===== config.mk =====
export PLATFORM = sky130hd
export DESIGN_NAME = float32_add_sub_truncating
export DESIGN_NICKNAME = d
export VERILOG_FILES = /design/src/rtl/fas_pkg.sv /design/src/rtl/float32_add_sub_truncating.sv /design/src/rtl/fas_align.sv /design/src/rtl/fas_addsub.sv /design/src/rtl/fas_norm.sv
export SDC_FILE = /design/constraint.sdc
export NUM_CORES = 1
export LEC_CHECK = 0
export BUFFER_PORTS_ARGS = -buffer_cell sky130_fd_sc_hd__buf_2
export CAP_MARGIN = 20
export CORE_MARGIN = 5
export CORE_UTILIZATION = 55
export CTS_CLUSTER_DIAMETER = 120
export DETAILED_ROUTE_END_ITERATION = 12
export PLACE_DENSITY = 0.7
export SYNTH_ARGS = -nofsm -noshare
export SYNTH_HDL_FRONTEND = slang
export SYNTH_HIERARCHICAL = 1
export SYNTH_SLANG_ARGS = --single-unit

===== constraint.sdc =====
create_clock -name clock -period 9.9 [get_ports clock]
set_input_delay 1.98 -clock clock [delete_from_list [all_inputs] [get_ports clock]]
set_output_delay 1.98 -clock clock [all_outputs]
set_load 0.05 [all_outputs]

===== src/rtl/fas_pkg.sv =====
package fas_pkg;

   localparam int unsigned MANT_W = 25;
   localparam int unsigned LZC_W  = 5;

   typedef struct packed {
      logic             sign_a;
      logic             sign_b;
      logic [7:0]       exp_big;
      logic [MANT_W-1:0] mant_a;
      logic [MANT_W-1:0] mant_b;
   } align_type;

   typedef struct packed {
      logic             sign;
      logic [7:0]       exp_big;
      logic [MANT_W:0]  mag;
   } sum_type;

   typedef struct packed {
      logic [31:0] sum_bits;
      logic        underflow;
      logic        overflow;
   } result_type;

   function automatic logic [LZC_W-1:0] lead_zeros(input logic [MANT_W-2:0] v);
      logic [LZC_W-1:0] n;
      logic             found;
      n = '0;
      found = 1'b0;
      for (int i = MANT_W - 2; i >= 0; i--) begin
         if (!found && v[i]) begin
            found = 1'b1;
            n = LZC_W'(MANT_W - 2 - i);
         end
      end
      return n;
   endfunction

endpackage


===== src/rtl/float32_add_sub_truncating.sv =====
// Throughput: one transaction per cycle; three register stages (align,
// add/subtract, normalize) advance together whenever the output is free.
// Reset: synchronous, active high; clears the stage valid bits only.
module float32_add_sub_truncating (
   input  logic        clock,
   input  logic        reset,
   input  logic        req_tvalid,
   output logic        req_tready,
   input  logic [71:0] req_tdata,   // [0] opcode, [32:1] operand_a, [64:33] operand_b
   output logic        rsp_tvalid,
   input  logic        rsp_tready,
   output logic [39:0] rsp_tdata    // [31:0] sum_bits, [32] underflow, [33] overflow
);

   logic [2:0] valid_ff, valid_in;
   logic       advance;
   fas_pkg::align_type  align_ff;
   fas_pkg::sum_type    sum_ff;
   fas_pkg::result_type result_ff;

   // The whole pipe moves as one when the last stage is empty or drained.
   assign advance    = !valid_ff[2] || rsp_tready;
   assign req_tready = advance;
   assign rsp_tvalid = valid_ff[2];
   assign rsp_tdata  = {6'd0, result_ff.overflow, result_ff.underflow, result_ff.sum_bits};

   always_comb begin
      valid_in = valid_ff;
      if (advance) begin
         valid_in = {valid_ff[1:0], req_tvalid};
      end
   end

   always_ff @(posedge clock) begin
      if (reset) begin
         valid_ff <= '0;
      end else begin
         valid_ff <= valid_in;
      end
   end

   fas_align u_align (
      .clock     (clock),
      .enable    (advance),
      .opcode    (req_tdata[0]),
      .operand_a (req_tdata[32:1]),
      .operand_b (req_tdata[64:33]),
      .align_ff  (align_ff)
   );

   fas_addsub u_addsub (
      .clock    (clock),
      .enable   (advance),
      .align_ff (align_ff),
      .sum_ff   (sum_ff)
   );

   fas_norm u_norm (
      .clock     (clock),
      .enable    (advance),
      .sum_ff    (sum_ff),
      .result_ff (result_ff)
   );

   a_hold: assert property (@(posedge clock) disable iff (reset)
      rsp_tvalid && !rsp_tready |=> rsp_tvalid && $stable(rsp_tdata))
      else $error("response changed while stalled");
   a_flags: assert property (@(posedge clock) disable iff (reset)
      rsp_tvalid |-> !(result_ff.underflow && result_ff.overflow))
      else $error("both flags set");
   a_uf_zero: assert property (@(posedge clock) disable iff (reset)
      rsp_tvalid && result_ff.underflow |-> result_ff.sum_bits == 32'd0)
      else $error("underflow without zero result");
   a_flow: assert property (@(posedge clock) disable iff (reset)
      req_tvalid && req_tready |=> valid_ff[0])
      else $error("accepted transaction lost");

endmodule


===== src/rtl/fas_align.sv =====
module fas_align (
   input  logic                clock,
   input  logic                enable,
   input  logic                opcode,
   input  logic [31:0]         operand_a,
   input  logic [31:0]         operand_b,
   output fas_pkg::align_type  align_ff
);

   logic [7:0]  ea, eb;
   logic [23:0] ha, hb;
   logic [24:0] ma, mb;
   logic [8:0]  dab, dba;
   fas_pkg::align_type align_in;

   always_comb begin
      ea = (operand_a[30:23] != 8'd0) ? operand_a[30:23] : 8'd1;
      eb = (operand_b[30:23] != 8'd0) ? operand_b[30:23] : 8'd1;
      ha = {operand_a[30:23] != 8'd0, operand_a[22:0]};
      hb = {operand_b[30:23] != 8'd0, operand_b[22:0]};
      ma = {ha, 1'b0};
      mb = {hb, 1'b0};
      dab = {1'b0, ea} - {1'b0, eb};
      dba = {1'b0, eb} - {1'b0, ea};
      align_in.sign_a = operand_a[31];
      align_in.sign_b = operand_b[31] ^ opcode;
      if (ea > eb) begin
         align_in.exp_big = ea;
         align_in.mant_a  = ma;
         align_in.mant_b  = (dab[7:5] != 3'd0) ? '0 : (mb >> dab[4:0]);
      end else begin
         align_in.exp_big = eb;
         align_in.mant_b  = mb;
         align_in.mant_a  = (dba[7:5] != 3'd0) ? '0 : (ma >> dba[4:0]);
      end
   end

   always_ff @(posedge clock) begin
      if (enable) begin
         align_ff <= align_in;
      end
   end

endmodule


===== src/rtl/fas_addsub.sv =====
module fas_addsub (
   input  logic                clock,
   input  logic                enable,
   input  fas_pkg::align_type  align_ff,
   output fas_pkg::sum_type    sum_ff
);

   fas_pkg::sum_type sum_in;

   always_comb begin
      sum_in.exp_big = align_ff.exp_big;
      if (align_ff.sign_a == align_ff.sign_b) begin
         sum_in.sign = align_ff.sign_a;
         sum_in.mag  = {1'b0, align_ff.mant_a} + {1'b0, align_ff.mant_b};
      end else if (align_ff.mant_a > align_ff.mant_b) begin
         sum_in.sign = align_ff.sign_a;
         sum_in.mag  = {1'b0, align_ff.mant_a - align_ff.mant_b};
      end else begin
         sum_in.sign = align_ff.sign_b;
         sum_in.mag  = {1'b0, align_ff.mant_b - align_ff.mant_a};
      end
   end

   always_ff @(posedge clock) begin
      if (enable) begin
         sum_ff <= sum_in;
      end
   end

endmodule


===== src/rtl/fas_norm.sv =====
module fas_norm (
   input  logic                clock,
   input  logic                enable,
   input  fas_pkg::sum_type    sum_ff,
   output fas_pkg::result_type result_ff
);

   // The magnitude holds at most 26 bits; the stored exponent is one above
   // the true one because of the extra low bit, which the shift amounts absorb.
   logic [4:0]  lz;
   logic [9:0]  exp_n;
   logic [25:0] m_n;
   fas_pkg::result_type result_in;

   always_comb begin
      lz = fas_pkg::lead_zeros(sum_ff.mag[23:0]);
      m_n = '0;
      exp_n = '0;
      if (sum_ff.mag[25]) begin
         m_n = sum_ff.mag >> 2;
         exp_n = {2'b00, sum_ff.exp_big} + 10'd1;
      end else if (sum_ff.mag[24]) begin
         m_n = sum_ff.mag >> 1;
         exp_n = {2'b00, sum_ff.exp_big};
      end else begin
         m_n = sum_ff.mag << lz;
         exp_n = {2'b00, sum_ff.exp_big} - 10'd1 - {5'd0, lz};
      end
      result_in.sum_bits  = '0;
      result_in.underflow = 1'b0;
      result_in.overflow  = 1'b0;
      if (sum_ff.mag == '0) begin
         result_in.sum_bits = '0;
      end else if (exp_n[9] || exp_n == 10'd0) begin
         result_in.underflow = 1'b1;
      end else if (exp_n >= 10'd255) begin
         result_in.sum_bits = {sum_ff.sign, 8'hFF, 23'd0};
         result_in.overflow = 1'b1;
      end else begin
         result_in.sum_bits = {sum_ff.sign, exp_n[7:0], m_n[22:0]};
      end
   end

   always_ff @(posedge clock) begin
      if (enable) begin
         result_ff <= result_in;
      end
   end

endmodule


Yosys cells after proc, flatten, opt, wreduce, memory -nomap -nowiden:

Cells that the tools add are included.

* logic and storage cells: 153
* input port bits: 76
* output and inout port bits: 42
* register bits: 132

* reduce and logical (&&, ||, !) cells: 59
* shifts and indexed selects: 3
* bitwise operators: 2
* mux-type cells: 62
* eq/ne operators: 1
* order comparisons: 3
* add/subtract/negate cells: 8

Operators with widths (number)
* $mux 5: 22
* $mux 25: 3
* $mux 58: 1
* $shr 25x5->25: 2
* $sub 25x25->25: 2
* $mux 23: 2
* $mux 31: 1
* $mux 1: 28
* $add 25x25->26: 1
* $logic_not 26->1: 1
* $mux 26: 1
* $shl 26x5->23: 1
* $gt 25x25->1: 1
* $logic_not 1->1: 24
* $logic_and 1x1->1: 23
* $mux 10: 2
* $mux 8: 2
* $reduce_bool 8->1: 2
* $sub 8x8->8: 2
* $ge 10x8->1 const B: 1
* $logic_not 10->1: 1
* $sub 10x5->10: 1
* $add 8x1->9 const B: 1
* $sub 8x1->9 const B: 1
* 8 further kinds: 12

Logic depth before layout (Yosys ltp):

* depth after elaboration: 76
* mapped depth: 21
* mapped depth without buffers: 17

Cells and area by module:

The synthesis kept the hierarchy.

Modules (own cells, without submodules)
* fas_align: sequential area each 1801.7 µm², cells each 562, area each 5501.5 µm², times used 1
* fas_addsub: sequential area each 1051.0 µm², cells each 647, area each 5096.1 µm², times used 1
* fas_norm: sequential area each 1021.0 µm², cells each 486, area each 3813.7 µm², times used 1
* float32_add_sub_truncating: sequential area each 60.1 µm², cells each 19, area each 177.7 µm², times used 1

Least setup slack after synthesis:

OpenSTA, ideal clock, no wires.

* path kind: reg2reg
* start point: register u_addsub/sum_ff[20] (netlist name)
* end point: register u_norm/result_ff[18] (netlist name)
* setup time: 0.270 ns
* path slack: 4.289 ns
* cell stages (with the launch flop): 21
* arrival time: 5.342 ns
* required time: 9.630 ns
* path through: edfxtp_1 buf_6 or4_4 or2_0 buf_2 a2111oi_0 or4_1 buf_2 inv_1 clkbuf_1 ha_1 nor2b_1 o211a_1 o2111ai_1 o41ai_1 or3_1 or4_1 o31ai_1 nand2b_1 buf_1 o22ai_1

* longest elaborated chain between the ends: 68
* elaborated cells on any way between the ends: 93
* classes of those cells: 1 x add/sub; 1 x order compare; 1 x shift; 45 x mux; 45 x reduce/logical

Ends and longest elaborated chain
* branches (longest 68 deep; another with $logic_and 1x1->1)

Parallel ways; which one is timed is not known.
A chain may end at the register's enable or synchronous reset.

Worst setup path after layout:

* start point: register u_addsub/sum_ff[14] (netlist name)
* end point: register u_norm/result_ff[21] (netlist name)

* longest elaborated chain between the ends: 50
* elaborated cells on any way between the ends: 69
* classes of those cells: 1 x add/sub; 1 x order compare; 1 x shift; 33 x mux; 33 x reduce/logical

Ends and longest elaborated chain
* branches (longest 50 deep; another with $logic_and 1x1->1)

Parallel ways; which one is timed is not known.

==> flow_metrics.py <==
metrics = {
    "sta": {
        "drv_slew": 0,
        "period_minus_slack_ns": 6.88,
        "fin_tns_setup_ns": 0,
        "finalSetupViolations": 0,
        "worst_hold_slack_ns": 0.419,
        "slew_headroom_pct": 26.8,
        "clock_skew_ns": 0.0242,
        "worst_pin_slew_ns": 1.09,
        "hold_viol": 0,
        "layout_worst_path_cycle_share_pct": 69.5,
        "max_freq_mhz": 145,
        "rsz0062_at_grt": "false",
    },
    "clock_network": {
        "postCtsHoldBufs": 0,
        "post-cts-setup-buffers": 0,
        "numCtsBuffers": 17,
        "cts.sinks": 132,
        "cts_tree": "built",
        "clockBufferDepth": 2,
        "clockRootBuffer": "clkbuf_16",
        "clkTransAtPathRegs_ns": 0.07,
        "cts-resized-gates": 0,
        "clk_latency_ns": 0.43,
        "cts-htree-levels": 4,
    },
    "detailed_routing": {
        "drtAntennaViolNets": 0,
        "wl_per_cell_um": 21.9,
        "first_pass_iters": 7,
        "vias_per_cell": 6.67,
        "wl_mm": 45.5,
        "vias": 13900,
        "drc_errors": 0,
        "drt-initial-drc-count": 1662,
    },
    "cells_and_area": {
        "fillers": 2342,
        "layout_common_cells": "nand2_1, nor2_1, edfxtp_1, a21oi_1, inv_1",
        "syn2layout_area_growth_pct": 7.86,
        "mostFrequentLayoutCell": "nand2_1",
        "postLayoutCellArea_mm2": 0.0157,
        "final_util_pct": 60.4,
        "layout.nets": 1913,
        "drive_above_1_share_pct": 14.3,
    },
    "floorplanning": {
        "die_h_um": 173,
        "core_area_mm2": 0.0261,
        "die_x_um": 173,
        "floorplan.initialDensity_pct": 56.0,
        "fp.dieArea_mm2": 0.0299,
        "boundaryPins": 118,
        "fp-row-count": 59,
    },
    "synth": {
        "synth_cell_type_count": 102,
        "syn_avg_cell_area_um2": 8.51,
        "yosysSeqAreaShare_pct": 27.0,
        "async_flop_share_pct": 0,
        "synth_flop_cell": "edfxtp_1",
        "synth_cells": 1714,
        "synth_edf_count": 129,
        "syn_area_mm2": 0.0146,
        "ys_warn_count": 6,
        "ys_ff_latch": 132,
    },
    "setup_path": {
        "required_ns": 10.03,
        "path_cells": "or4_1, or4_1, nor4_1, or4_1, buf_4, inv_1, ha_1, nor2b_1, o211a_1, o2111ai_1, o31ai_1, or3_1, or4_1, o31ai_1, nand2b_1, o22ai_1",
        "crit_path_start_kind": "flip-flop",
        "path_max_fanout": 25,
        "crit_slowest_cell": "nand2b_1",
        "critPathKind": "reg2reg",
        "crit_top_cell": "or4_1",
        "crit_path_max_incr_delay_ns": 0.79,
        "arrival_ns": 7.01,
        "crit_path_end_kind": "flip-flop",
    },
    "global_route": {
        "antenna_found_initial": 0,
        "grt_usage_pct": 29.2,
        "grt_pass1_vias": 13000,
        "grt_max_degree": 57,
        "overflow": 0,
        "grt_pass1_wl_mm": 71.9,
    },
    "hold_path": {
        "min_path_type": "reg2reg",
    },
    "power_and_ir_drop": {
        "ir_drop_mv": 0.236,
        "p_leak_uw": 0.00644,
        "power_density_mw_per_mm2": 268,
    },
    "placement": {
        "dp_hpwl_mm": 34.4,
        "placed_area_mm2": 0.0151,
        "place.gp.congestion": 0.980,
        "numPortBuffers": 104,
    },
    "run_status": {
        "outcome": "finished clean",
    },
    "job": {
        "max_cap_viol_count": 0,
    },
}
-- routing by layer --
layer | vias to the layer above | track usage [%] | routed length (um)
met5 | - | 0 | 0
met4 | 0 | 8.75 | 1130
met3 | 88 | 3.17 | 3070
met2 | 699 | 47.8 | 21300
met1 | 6670 | 41.2 | 20000
li1 | 6400 | - | -
-- state kept, by name (all words and copies together) (netlist names) --
register,flops
valid_ff,3
u_align/align_ff,60
u_addsub/sum_ff,35
u_norm/result_ff,34
-- critical path, delay by kind of cell (launching register included) --
family	cells	cell delay, ns
AND/OR/NAND/NOR	8	3.80
buffers and inverters	2	0.66
AO/OA/AOI/OAI	5	1.20
flip-flops	1	0.53
adder cells (fa/ha/maj)	1	0.39
-- layout make-up --
type                       count  area [um2]  share of cell area (%)
antenna                        1        2.50                  0.0159
clock buffer                  17         425                    2.70
clock inverter                15         166                    1.06
inverter                     118         462                    2.93
multi-input combinational   1334        9640                    61.2
sequential                   132        3930                    25.0
tap                          335         419                    2.66
timing repair buffer         127         689                    4.38
-- cell usage after synthesis (7+ instances only) --
| library cell | number | share of area (%) |
|---|---|---|
| nor3_1 | 56 | 1.9 |
| a22o_1 | 8 | 0.48 |
| o31ai_1 | 34 | 1.7 |
| a31oi_1 | 16 | 0.69 |
| o221ai_1 | 10 | 0.60 |
| mux2_2 | 24 | 1.9 |
| nand4_1 | 16 | 0.69 |
| a21oi_1 | 128 | 4.4 |
| edfxtp_1 | 129 | 27 |
| or3_1 | 12 | 0.51 |
| o31a_1 | 7 | 0.42 |
| nor2b_1 | 16 | 0.69 |
| a211oi_1 | 32 | 1.6 |
| buf_1 | 7 | 0.18 |
| nand2b_1 | 20 | 0.86 |
| inv_1 | 113 | 2.9 |
| clkbuf_1 | 82 | 2.1 |
| o21a_1 | 16 | 0.82 |
| o21bai_1 | 13 | 0.67 |
| buf_4 | 10 | 0.51 |
| a21o_1 | 12 | 0.62 |
| xnor2_1 | 43 | 2.6 |
| nand3b_1 | 8 | 0.41 |
| mux2i_1 | 69 | 4.7 |
| or4_1 | 15 | 0.77 |
| a221o_1 | 8 | 0.55 |
| ha_1 | 101 | 8.7 |
| a32oi_1 | 10 | 0.60 |
| nand2_1 | 158 | 4.1 |
| nor4_1 | 14 | 0.60 |
| nand3_1 | 33 | 1.1 |
| o211ai_1 | 14 | 0.72 |
| a221oi_1 | 22 | 1.3 |
| o21ai_0 | 88 | 3.0 |
| a32o_1 | 10 | 0.69 |
| and3_1 | 11 | 0.47 |
| xor2_1 | 14 | 0.84 |
| nor2_1 | 143 | 3.7 |
| mux4_2 | 24 | 3.7 |
| o22ai_1 | 8 | 0.34 |
| buf_2 | 30 | 1.0 |
-- where the power goes --
part	switching (uW)	internal, uW	total (uW)
sequential	194	850	1040
clock	269	377	646
combinational	1640	884	2520
-- stage by stage --
step	instances	worst slack (ns)	total power [uW]
final	2079	3.02	4210
after global routing	2078	2.75	4440
after CTS	2078	3.22	4160
after detailed placement	2046	3.12	3500
after global placement	2045	2.82	3490
after floorplan	1719	4.29	2880
-- worst paths after layout --
path / from / to / slack, ns / cells past startpoint
worst max-delay path: u_addsub/sum_ff[14] / u_norm/result_ff[21] / 3.02 / 16
worst min-delay path: u_align/align_ff[53] / u_addsub/sum_ff[29] / 0.42 / 0
worst max register to register: u_addsub/sum_ff[14] / u_norm/result_ff[21] / 3.02 / 16
worst min register to register: u_align/align_ff[53] / u_addsub/sum_ff[29] / 0.42 / 0
-- logic make-up after synthesis --
family / count (synthesis) / synth area share [%]
flip-flops: 132 / 27.0
AND/OR/NAND/NOR: 533 / 17.6
adder cells (fa/ha/maj): 107 / 9.49
buffers and inverters: 253 / 7.40
XOR/XNOR: 60 / 3.88
multiplexers: 121 / 10.7
AO/OA/AOI/OAI: 507 / 24.0
other: 1 / 0.0257
No activity file was read; power rests on OpenSTA's default activity.
